==> src/psl_pkg.sv <==
// ----------------------------------------------------------------------------
// psl_pkg
// Shared types and constants of the sieve prime lister.
// ----------------------------------------------------------------------------
package psl_pkg;

  localparam int unsigned LIMIT_W = 8;
  localparam int unsigned IDX_W   = LIMIT_W + 1;
  localparam int unsigned BASE_W  = 5;
  localparam int unsigned SQ_W    = 2 * BASE_W;

  typedef enum logic [2:0] {
    ST_IDLE,
    ST_EMPTY,
    ST_INIT,
    ST_BASE_RD,
    ST_BASE_CHK,
    ST_MARK,
    ST_SCAN,
    ST_FLUSH
  } psl_state_e;

  typedef struct packed {
    logic load;
    logic init_step;
    logic base_next;
    logic mark_start;
    logic mark_step;
    logic scan_start;
    logic scan_en;
    logic flush;
    logic empty;
  } psl_cmd_t;

  typedef struct packed {
    logic small_limit;
    logic init_done;
    logic base_over;
    logic flag_set;
    logic mark_done;
    logic scan_done;
    logic out_free;
  } psl_stat_t;

endpackage

==> src/psl_chan_if.sv <==
// ----------------------------------------------------------------------------
// psl_chan_if
// Request and result channels of the sieve prime lister.
// ----------------------------------------------------------------------------
interface psl_req_if;
  logic       valid;
  logic       ready;
  logic [7:0] limit;

  modport source (output valid, output limit, input ready);
  modport sink   (input valid, input limit, output ready);
endinterface

interface psl_rsp_if;
  logic       valid;
  logic       ready;
  logic [7:0] prime;
  logic       last;
  logic       none_found;

  modport source (output valid, output prime, output last, output none_found, input ready);
  modport sink   (input valid, input prime, input last, input none_found, output ready);
endinterface

==> src/psl_ctrl.sv <==
// ----------------------------------------------------------------------------
// psl_ctrl
// Sequencer: init, base check, multiple marking, scan and flush phases.
// ----------------------------------------------------------------------------
module psl_ctrl
  import psl_pkg::*;
(
  input  logic      clk_i,
  input  logic      rst_ni,
  input  logic      req_valid_i,
  output logic      req_ready_o,
  input  psl_stat_t stat_i,
  output psl_cmd_t  cmd_o
);

  psl_state_e state_q, state_d;

  always_ff @(posedge clk_i or negedge rst_ni) begin
    if (!rst_ni) begin
      state_q <= ST_IDLE;
    end else begin
      state_q <= state_d;
    end
  end

  always_comb begin
    state_d = state_q;
    case (state_q)
      ST_IDLE: begin
        if (req_valid_i) begin
          state_d = stat_i.small_limit ? ST_EMPTY : ST_INIT;
        end
      end
      ST_EMPTY: begin
        if (stat_i.out_free) state_d = ST_IDLE;
      end
      ST_INIT: begin
        if (stat_i.init_done) state_d = ST_BASE_RD;
      end
      ST_BASE_RD: begin
        state_d = stat_i.base_over ? ST_SCAN : ST_BASE_CHK;
      end
      ST_BASE_CHK: begin
        state_d = stat_i.flag_set ? ST_MARK : ST_BASE_RD;
      end
      ST_MARK: begin
        if (stat_i.mark_done) state_d = ST_BASE_RD;
      end
      ST_SCAN: begin
        if (stat_i.scan_done) state_d = ST_FLUSH;
      end
      ST_FLUSH: begin
        if (stat_i.out_free) state_d = ST_IDLE;
      end
      default: state_d = ST_IDLE;
    endcase
  end

  always_comb begin
    cmd_o       = '0;
    req_ready_o = 1'b0;
    case (state_q)
      ST_IDLE: begin
        req_ready_o = 1'b1;
        cmd_o.load  = req_valid_i;
      end
      ST_EMPTY:    cmd_o.empty = 1'b1;
      ST_INIT:     cmd_o.init_step = 1'b1;
      ST_BASE_RD:  cmd_o.scan_start = stat_i.base_over;
      ST_BASE_CHK: begin
        cmd_o.mark_start = stat_i.flag_set;
        cmd_o.base_next  = !stat_i.flag_set;
      end
      ST_MARK: begin
        cmd_o.mark_step = !stat_i.mark_done;
        cmd_o.base_next = stat_i.mark_done;
      end
      ST_SCAN:     cmd_o.scan_en = 1'b1;
      ST_FLUSH:    cmd_o.flush = 1'b1;
      default: begin
        cmd_o       = '0;
        req_ready_o = 1'b0;
      end
    endcase
  end

`ifndef ASSERT_OFF
  a_empty_exit: assert property (@(posedge clk_i) disable iff (!rst_ni)
    (state_q == ST_EMPTY && stat_i.out_free) |=> state_q == ST_IDLE)
    else $error("empty result beat did not return to idle");

  a_start_init: assert property (@(posedge clk_i) disable iff (!rst_ni)
    (state_q == ST_IDLE && req_valid_i && !stat_i.small_limit) |=> state_q == ST_INIT)
    else $error("accepted request did not start init");

  a_flush_exit: assert property (@(posedge clk_i) disable iff (!rst_ni)
    (state_q == ST_FLUSH && stat_i.out_free) |=> state_q == ST_IDLE)
    else $error("final beat did not return to idle");
`endif

endmodule

==> src/psl_dpath.sv <==
// ----------------------------------------------------------------------------
// psl_dpath
// Flag store, index counters, scan pipeline and result register.
// ----------------------------------------------------------------------------
module psl_dpath
  import psl_pkg::*;
#(
  parameter int unsigned MAX_LIMIT = 255
) (
  input  logic               clk_i,
  input  logic               rst_ni,
  input  logic [LIMIT_W-1:0] limit_i,
  input  psl_cmd_t           cmd_i,
  output psl_stat_t          stat_o,
  input  logic               rsp_ready_i,
  output logic               rsp_valid_o,
  output logic [LIMIT_W-1:0] rsp_prime_o,
  output logic               rsp_last_o,
  output logic               rsp_none_found_o
);

  localparam logic [LIMIT_W-1:0] MaxLim = LIMIT_W'(MAX_LIMIT);
  localparam int unsigned        Depth  = 2 ** LIMIT_W;

  logic               flags_q [Depth];
  logic               rd_data_q;
  logic [LIMIT_W-1:0] rd_addr;
  logic               we;
  logic [LIMIT_W-1:0] wa;
  logic               wd;

  logic [LIMIT_W-1:0] lim_sat;
  logic [LIMIT_W-1:0] n_q;
  logic [IDX_W-1:0]   n_ext;
  logic [IDX_W-1:0]   k_q, k_d;
  logic [BASE_W-1:0]  i_q, i_d;
  logic [IDX_W-1:0]   j_q, j_d;
  logic [SQ_W-1:0]    sq;
  logic               rdv_q, rdv_d;
  logic [LIMIT_W-1:0] rd_k_q, rd_k_d;
  logic [LIMIT_W-1:0] pend_q, pend_d;
  logic               pend_v_q, pend_v_d;

  logic               out_valid_q, out_valid_d;
  logic [LIMIT_W-1:0] out_prime_q, out_prime_d;
  logic               out_last_q, out_last_d;
  logic               out_none_q, out_none_d;

  logic               out_free;
  logic               hit, stall, issue;
  logic               push_mid, push_last, push_empty;

  assign lim_sat  = (limit_i > MaxLim) ? MaxLim : limit_i;
  assign n_ext    = {1'b0, n_q};
  assign sq       = SQ_W'(i_q) * SQ_W'(i_q);
  assign out_free = !out_valid_q || rsp_ready_i;

  assign hit   = cmd_i.scan_en && rdv_q && rd_data_q;
  assign stall = hit && pend_v_q && !out_free;
  assign issue = cmd_i.scan_en && !stall && (k_q <= n_ext);

  assign push_mid   = hit && pend_v_q && !stall;
  assign push_last  = cmd_i.flush && out_free;
  assign push_empty = cmd_i.empty && out_free;

  assign stat_o.small_limit = lim_sat < LIMIT_W'(2);
  assign stat_o.init_done   = k_q == n_ext;
  assign stat_o.base_over   = sq > SQ_W'(n_q);
  assign stat_o.flag_set    = rd_data_q;
  assign stat_o.mark_done   = j_q > n_ext;
  assign stat_o.scan_done   = (k_q > n_ext) && !rdv_q;
  assign stat_o.out_free    = out_free;

  // flag store
  assign we = cmd_i.init_step || cmd_i.mark_step;
  assign wa = cmd_i.init_step ? k_q[LIMIT_W-1:0] : j_q[LIMIT_W-1:0];
  assign wd = cmd_i.init_step && (k_q >= IDX_W'(2));

  always_comb begin
    if (cmd_i.scan_en) begin
      rd_addr = stall ? rd_k_q : k_q[LIMIT_W-1:0];
    end else begin
      rd_addr = LIMIT_W'(i_q);
    end
  end

  always_ff @(posedge clk_i) begin
    if (we) begin
      flags_q[wa] <= wd;
    end
  end

  always_ff @(posedge clk_i) begin
    rd_data_q <= flags_q[rd_addr];
  end

  // counters and scan pipeline
  always_comb begin
    k_d      = k_q;
    i_d      = i_q;
    j_d      = j_q;
    rdv_d    = rdv_q;
    rd_k_d   = rd_k_q;
    pend_d   = pend_q;
    pend_v_d = pend_v_q;
    if (cmd_i.load) begin
      k_d = '0;
      i_d = BASE_W'(2);
    end
    if (cmd_i.init_step) k_d = k_q + IDX_W'(1);
    if (cmd_i.base_next) i_d = i_q + BASE_W'(1);
    if (cmd_i.mark_start) j_d = IDX_W'(sq);
    if (cmd_i.mark_step) j_d = j_q + IDX_W'(i_q);
    if (cmd_i.scan_start) begin
      k_d      = IDX_W'(2);
      rdv_d    = 1'b0;
      pend_v_d = 1'b0;
    end
    if (cmd_i.scan_en && !stall) begin
      rdv_d  = issue;
      rd_k_d = k_q[LIMIT_W-1:0];
      if (issue) k_d = k_q + IDX_W'(1);
      if (hit) begin
        pend_d   = rd_k_q;
        pend_v_d = 1'b1;
      end
    end
  end

  always_ff @(posedge clk_i or negedge rst_ni) begin
    if (!rst_ni) begin
      k_q      <= '0;
      i_q      <= '0;
      j_q      <= '0;
      rdv_q    <= 1'b0;
      pend_v_q <= 1'b0;
    end else begin
      k_q      <= k_d;
      i_q      <= i_d;
      j_q      <= j_d;
      rdv_q    <= rdv_d;
      pend_v_q <= pend_v_d;
    end
  end

  always_ff @(posedge clk_i) begin
    rd_k_q <= rd_k_d;
    pend_q <= pend_d;
    if (cmd_i.load) n_q <= lim_sat;
  end

  // result register
  always_comb begin
    out_valid_d = out_valid_q && !rsp_ready_i;
    out_prime_d = out_prime_q;
    out_last_d  = out_last_q;
    out_none_d  = out_none_q;
    if (push_empty) begin
      out_valid_d = 1'b1;
      out_prime_d = '0;
      out_last_d  = 1'b1;
      out_none_d  = 1'b1;
    end else if (push_last || push_mid) begin
      out_valid_d = 1'b1;
      out_prime_d = pend_q;
      out_last_d  = push_last;
      out_none_d  = 1'b0;
    end
  end

  always_ff @(posedge clk_i or negedge rst_ni) begin
    if (!rst_ni) begin
      out_valid_q <= 1'b0;
    end else begin
      out_valid_q <= out_valid_d;
    end
  end

  always_ff @(posedge clk_i) begin
    out_prime_q <= out_prime_d;
    out_last_q  <= out_last_d;
    out_none_q  <= out_none_d;
  end

  assign rsp_valid_o      = out_valid_q;
  assign rsp_prime_o      = out_prime_q;
  assign rsp_last_o       = out_last_q;
  assign rsp_none_found_o = out_none_q;

`ifndef ASSERT_OFF
  a_mark_range: assert property (@(posedge clk_i) disable iff (!rst_ni)
    cmd_i.mark_step |-> j_q <= n_ext)
    else $error("multiple write beyond limit");

  a_empty_beat: assert property (@(posedge clk_i) disable iff (!rst_ni)
    (out_valid_q && out_none_q) |-> (out_prime_q == '0 && out_last_q))
    else $error("empty beat carries a prime or is not last");

  a_stall_hold: assert property (@(posedge clk_i) disable iff (!rst_ni)
    stall |=> (rd_k_q == $past(rd_k_q) && k_q == $past(k_q)))
    else $error("scan advanced while stalled");

  a_base_bound: assert property (@(posedge clk_i) disable iff (!rst_ni)
    i_q <= BASE_W'(16))
    else $error("base index past square root bound");
`endif

endmodule

==> src/prime_sieve_lister_core.sv <==
// Sequence: a limit below 2 gives a single empty beat from the empty state; otherwise
// an init pass writes every flag up to the limit, each base is read and checked until
// its square exceeds the limit, a base whose flag is set clears its multiples from its
// square, then a scan lists the primes and a flush sends the last one.
// One request at a time, accepted the cycle after the final beat is registered; a result
// stall holds the scan while a beat waits. Reset clears control, not the flag store.
// ----------------------------------------------------------------------------
// prime_sieve_lister_core
// Lists all primes up to a requested limit with a sieve on a one-bit flag store.
// ----------------------------------------------------------------------------
module prime_sieve_lister_core
  import psl_pkg::*;
#(
  parameter int unsigned MAX_LIMIT = 255
) (
  input  logic       clk_i,
  input  logic       rst_ni,
  psl_req_if.sink    req_i,
  psl_rsp_if.source  rsp_o
);

  psl_cmd_t  cmd;
  psl_stat_t stat;
  logic      req_ready;

  psl_ctrl u_ctrl (
    .clk_i       (clk_i),
    .rst_ni      (rst_ni),
    .req_valid_i (req_i.valid),
    .req_ready_o (req_ready),
    .stat_i      (stat),
    .cmd_o       (cmd)
  );

  psl_dpath #(
    .MAX_LIMIT (MAX_LIMIT)
  ) u_dpath (
    .clk_i            (clk_i),
    .rst_ni           (rst_ni),
    .limit_i          (req_i.limit),
    .cmd_i            (cmd),
    .stat_o           (stat),
    .rsp_ready_i      (rsp_o.ready),
    .rsp_valid_o      (rsp_o.valid),
    .rsp_prime_o      (rsp_o.prime),
    .rsp_last_o       (rsp_o.last),
    .rsp_none_found_o (rsp_o.none_found)
  );

  assign req_i.ready = req_ready;

endmodule
==> src/flat_wrapper.sv <==
// flat-port wrapper written by rule: the top's interface ports become plain ports
module prime_sieve_lister_core_flat import psl_pkg::*;
#(
  parameter int unsigned MAX_LIMIT = 255
)
  (clk_i, rst_ni, req_i_valid, req_i_limit, req_i_ready, rsp_o_valid, rsp_o_prime, rsp_o_last, rsp_o_none_found, rsp_o_ready);
  psl_req_if req_i_i ();
  psl_rsp_if rsp_o_i ();
  input  logic clk_i;
  input  logic rst_ni;
  input wire logic [$bits(req_i_i.valid)-1:0] req_i_valid;
  input wire logic [$bits(req_i_i.limit)-1:0] req_i_limit;
  output wire logic [$bits(req_i_i.ready)-1:0] req_i_ready;
  output wire logic [$bits(rsp_o_i.valid)-1:0] rsp_o_valid;
  output wire logic [$bits(rsp_o_i.prime)-1:0] rsp_o_prime;
  output wire logic [$bits(rsp_o_i.last)-1:0] rsp_o_last;
  output wire logic [$bits(rsp_o_i.none_found)-1:0] rsp_o_none_found;
  input wire logic [$bits(rsp_o_i.ready)-1:0] rsp_o_ready;
  assign req_i_i.valid = req_i_valid;
  assign req_i_i.limit = req_i_limit;
  assign req_i_ready = req_i_i.ready;
  assign rsp_o_valid = rsp_o_i.valid;
  assign rsp_o_prime = rsp_o_i.prime;
  assign rsp_o_last = rsp_o_i.last;
  assign rsp_o_none_found = rsp_o_i.none_found;
  assign rsp_o_i.ready = rsp_o_ready;
  prime_sieve_lister_core #(.MAX_LIMIT(MAX_LIMIT)) u_core (.clk_i(clk_i), .rst_ni(rst_ni), .req_i(req_i_i), .rsp_o(rsp_o_i));
endmodule
==> config.mk <==
export PLATFORM = sky130hd
export DESIGN_NAME = prime_sieve_lister_core_flat
export DESIGN_NICKNAME = d
export VERILOG_FILES = /design/src/psl_pkg.sv /design/src/psl_chan_if.sv /design/src/psl_ctrl.sv /design/src/psl_dpath.sv /design/src/prime_sieve_lister_core.sv /design/src/flat_wrapper.sv
export SDC_FILE = /design/constraint.sdc
export NUM_CORES = 1
export LEC_CHECK = 0
export BUFFER_PORTS_ARGS = -buffer_cell sky130_fd_sc_hd__buf_2
export CAP_MARGIN = 20
export CORE_MARGIN = 1.5
export CORE_UTILIZATION = 40
export CTS_CLUSTER_DIAMETER = 30
export DETAILED_ROUTE_END_ITERATION = 8
export GPL_TIMING_DRIVEN = 0
export PLACE_DENSITY_LB_ADDON = 0.25
export RECOVER_POWER = 100
export SKIP_LAST_GASP = 1
export SLEW_MARGIN = 0
export SYNTH_ARGS = -nofsm -noshare
export SYNTH_HDL_FRONTEND = slang
export SYNTH_HIERARCHICAL = 1
export SYNTH_SLANG_ARGS = --single-unit
export TNS_END_PERCENT = 1
==> constraint.sdc <==
create_clock -name clk_i -period 14.4 [get_ports clk_i]
set_clock_uncertainty 0.15 [all_clocks]
set_input_delay 2.88 -clock clk_i [delete_from_list [all_inputs] [get_ports clk_i]]
set_output_delay 2.88 -clock clk_i [all_outputs]
set_load 0.1 [all_outputs]
==> impl_metrics.toml <==
[yosys]
synthArstFlopShare = 0.0906
synth_area_per_cell_um2 = 11.7
synth-main-ff-cell = "edfxtp_1"
synth_area_leaders = "edfxtp_1 53%, mux2i_1 8.4%, nor2_1 7.1%"
synth_top_cell_area_share = 0.535
synth_edf_count = 280
ys_types = 65
netlist_area_mm2 = 0.0157
synth_seq_cells = 320
yosysMostFrequentCell = "nor2_1"
yosysSeqAreaShare = 0.595
yosys_warnings = 6
synth_fp_nets = 1404
synth_cells = 1346
synth_top_area_cell = "edfxtp_1"
synthTopCellsByCount = "299 x nor2_1, 280 x edfxtp_1, 132 x mux2i_1"

[run]
max_cap_violations = 5

[setup_path]
critical_path_class = "in -> reg"
critPathMaxFanout = 10
crit_required_ns = 14.66
startpoint_type = "primary input"
critPathCaptureType = "register"
crit_arrival_ns = 6.84

[die]
die-area_mm2 = 0.0405
num_rows = 72
die_x_um = 201
ios = 24
initial_core_util = 0.406
die_h_um = 201
coreArea_mm2 = 0.0387

[final_layout]
n_fill_cell = 3432
stdcell_area_mm2 = 0.0192
fin_nets = 1512
syn_to_final_growth_pct = 22.4
post-route-util = 0.497
final_layout_size_suffix_gt1_frac = 0.119
diodes = 0

[placed_design]
placed_area_mm2 = 0.0166
hpwlAfterDp_mm = 27.8
io_buffer_count = 23
place.gp.congestion = 0.837

[sta]
hold_viol_final = 0
tightest_slew_ns = 2.49
setup_tns_ns = 0
timing.fmax_mhz = 152
slew_violations = 278
period_share = 0.457
worst_slew_margin_rel = -0.658
grt_setup_unrepaired = "no"
setup_violations = 0
fin_crit_ns = 6.58

[cts]
post_cts_buffers = 0
cts_resized = 0
cts.clk_slew.worst_paths_ns = 0.04
cts_sinks = 320
cts_max_path_buffers = 3
postCtsHoldBufs = 0
cts_tree = "built"
insertion_delay_ns = 0.59
h-tree-depth = 3
cts_buffers = 78
clockRootBuffer = "clkbuf_16"

[global_route]
grt_max_degree = 69
grt_pass1_vias = 11200
grt.overflow.total = 0
antenna_found_initial = 0
grt_pass1_wl_mm = 64.4
grt_use_total = 0.211

[min_path]
hold_path.class = "reg -> reg"

[power]
cellLeakagePower_uw = 0.00686
ir_drop_mv = 0.146
p_per_area_mw_per_mm2 = 269

[route]
drc = 0
wire_per_inst_um = 20.9
drt_first_pass_iters = 5
drtIter0Drc = 835
detailroute.via_count = 11100
wl_mm = 42.6
antenna_left = 0
avgViaCountPerCell = 5.43

[status]
status = "finished, violations left"
violations = "max-capacitance violations, max-slew violations"
## power breakdown
part | internal (µW) | total [µW] | switching (µW)
clock network | 1280 | 1820 | 544
logic | 619 | 1940 | 1320
registers | 1340 | 1420 | 77.2
## state kept, by name (all words and copies together), names as in the netlist
name                             cells
u_core/u_ctrl/state_q                3
u_core/u_dpath/flags_q             256
u_core/u_dpath/i_q                   5
u_core/u_dpath/j_q                   9
u_core/u_dpath/k_q                   9
u_core/u_dpath/n_q                   8
u_core/u_dpath/pend_q                8
u_core/u_dpath/pend_v_q              1
u_core/u_dpath/rd_data_q             1
u_core/u_dpath/rd_k_q                8
u_core/u_dpath/rdv_q                 1
u_core/u_dpath/rsp_last_o            1
u_core/u_dpath/rsp_none_found_o      1
u_core/u_dpath/rsp_prime_o           8
u_core/u_dpath/rsp_valid_o           1
## layer usage
| layer | global-route usage | wire, µm |
|---|---|---|
| met3 | 0.0400 | 2500 |
| met5 | 0 | 0 |
| met1 | 0.269 | 18200 |
| met4 | 0.0821 | 1230 |
| met2 | 0.356 | 20700 |
## cell families after synthesis
kind of cell	share of synthesized area
simple gates	0.140
xor+xnor	0.00724
buf+inv	0.0357
compound gates	0.0904
flops	0.595
fa+ha+maj	0.0380
mux	0.0938
## critical path: stages
cell and delay, ns:
clkbuf_1 0.08, nor2b_1 0.17, clkbuf_1 0.41, inv_1 0.24, o21ai_1 0.34, a31o_2 0.33
nand3_1 0.42, clkbuf_1 0.44, o22ai_1 0.31, nor4_1 0.10, mux2_2 0.33, a22o_1 0.25
a2111oi_0 0.54
## final cells by class
cell class                      instances  area (µm²)  share of cell area
Sequential cell                       320        9350               0.486
Buffer                                 87         453              0.0235
Multi-Input combinational cell        912        5800               0.302
Tap cell                              518         648              0.0337
Clock inverter                         52         691              0.0359
Clock buffer                           93        2080               0.108
Inverter                               27         101             0.00527
Timing Repair Buffer                   28         116             0.00605
## cells in the final DEF, fill, tap and decap left out, drive strengths merged, types with 10 or more instances in the layout
cell type,count
ha,43
nand2,71
nor3b,12
clkbuf,174
mux2i,132
clkinv,28
a21o,15
nor2b,14
bufinv,14
nand3,36
nand2b,11
buf,34
edfxtp,280
o21ai,45
o22ai,54
dfrtp,29
inv,29
nor2,299
dfxtp,11
nor4,10
mux2,11
a21oi,18
nor3,11
a2111oi,13
## worst paths after layout
kind / slack (ns) / endpoint / cells after the start / from
min in group asynchronous: 2.59 / u_core/u_ctrl/state_q[2]$_DFFE_PN0P_ / 1 / rst_ni
worst min register to register: 0.30 / u_core/u_dpath/pend_q[5]$_DFFE_PP_ / 0 / u_core/u_dpath/rd_k_q[5]$_DFFE_PP_
worst max register to register: 8.16 / u_core/u_dpath/flags_q[200]$_DFFE_PP_ / 7 / u_core/u_ctrl/state_q[0]$_DFFE_PN0P_
worst min-delay path: 0.30 / u_core/u_dpath/pend_q[5]$_DFFE_PP_ / 0 / u_core/u_dpath/rd_k_q[5]$_DFFE_PP_
worst max-delay path: 7.82 / u_core/u_dpath/rd_data_q$_DFF_P_ / 13 / rsp_o_ready
max in group asynchronous: 10.51 / u_core/u_dpath/i_q[4]$_DFFE_PN0P_ / 1 / rst_ni
## through the flow
| stage | setup slack (ns) | power [µW] | std cells | hold slack (ns) |
|---|---|---|---|---|
| after global routing | 7.59 | 5400 | 2037 | 0.322 |
| after detailed placement | 7.76 | 3390 | 1892 | 0.291 |
| after CTS | 8.37 | 5240 | 2037 | 0.303 |
| after floorplan | 8.49 | 2800 | 1346 | 0.276 |
| final | 7.82 | 5180 | 2037 | 0.298 |
| after global placement | 5.58 | 3410 | 1887 | 0.292 |
No activity file was read; power rests on OpenSTA's default activity.
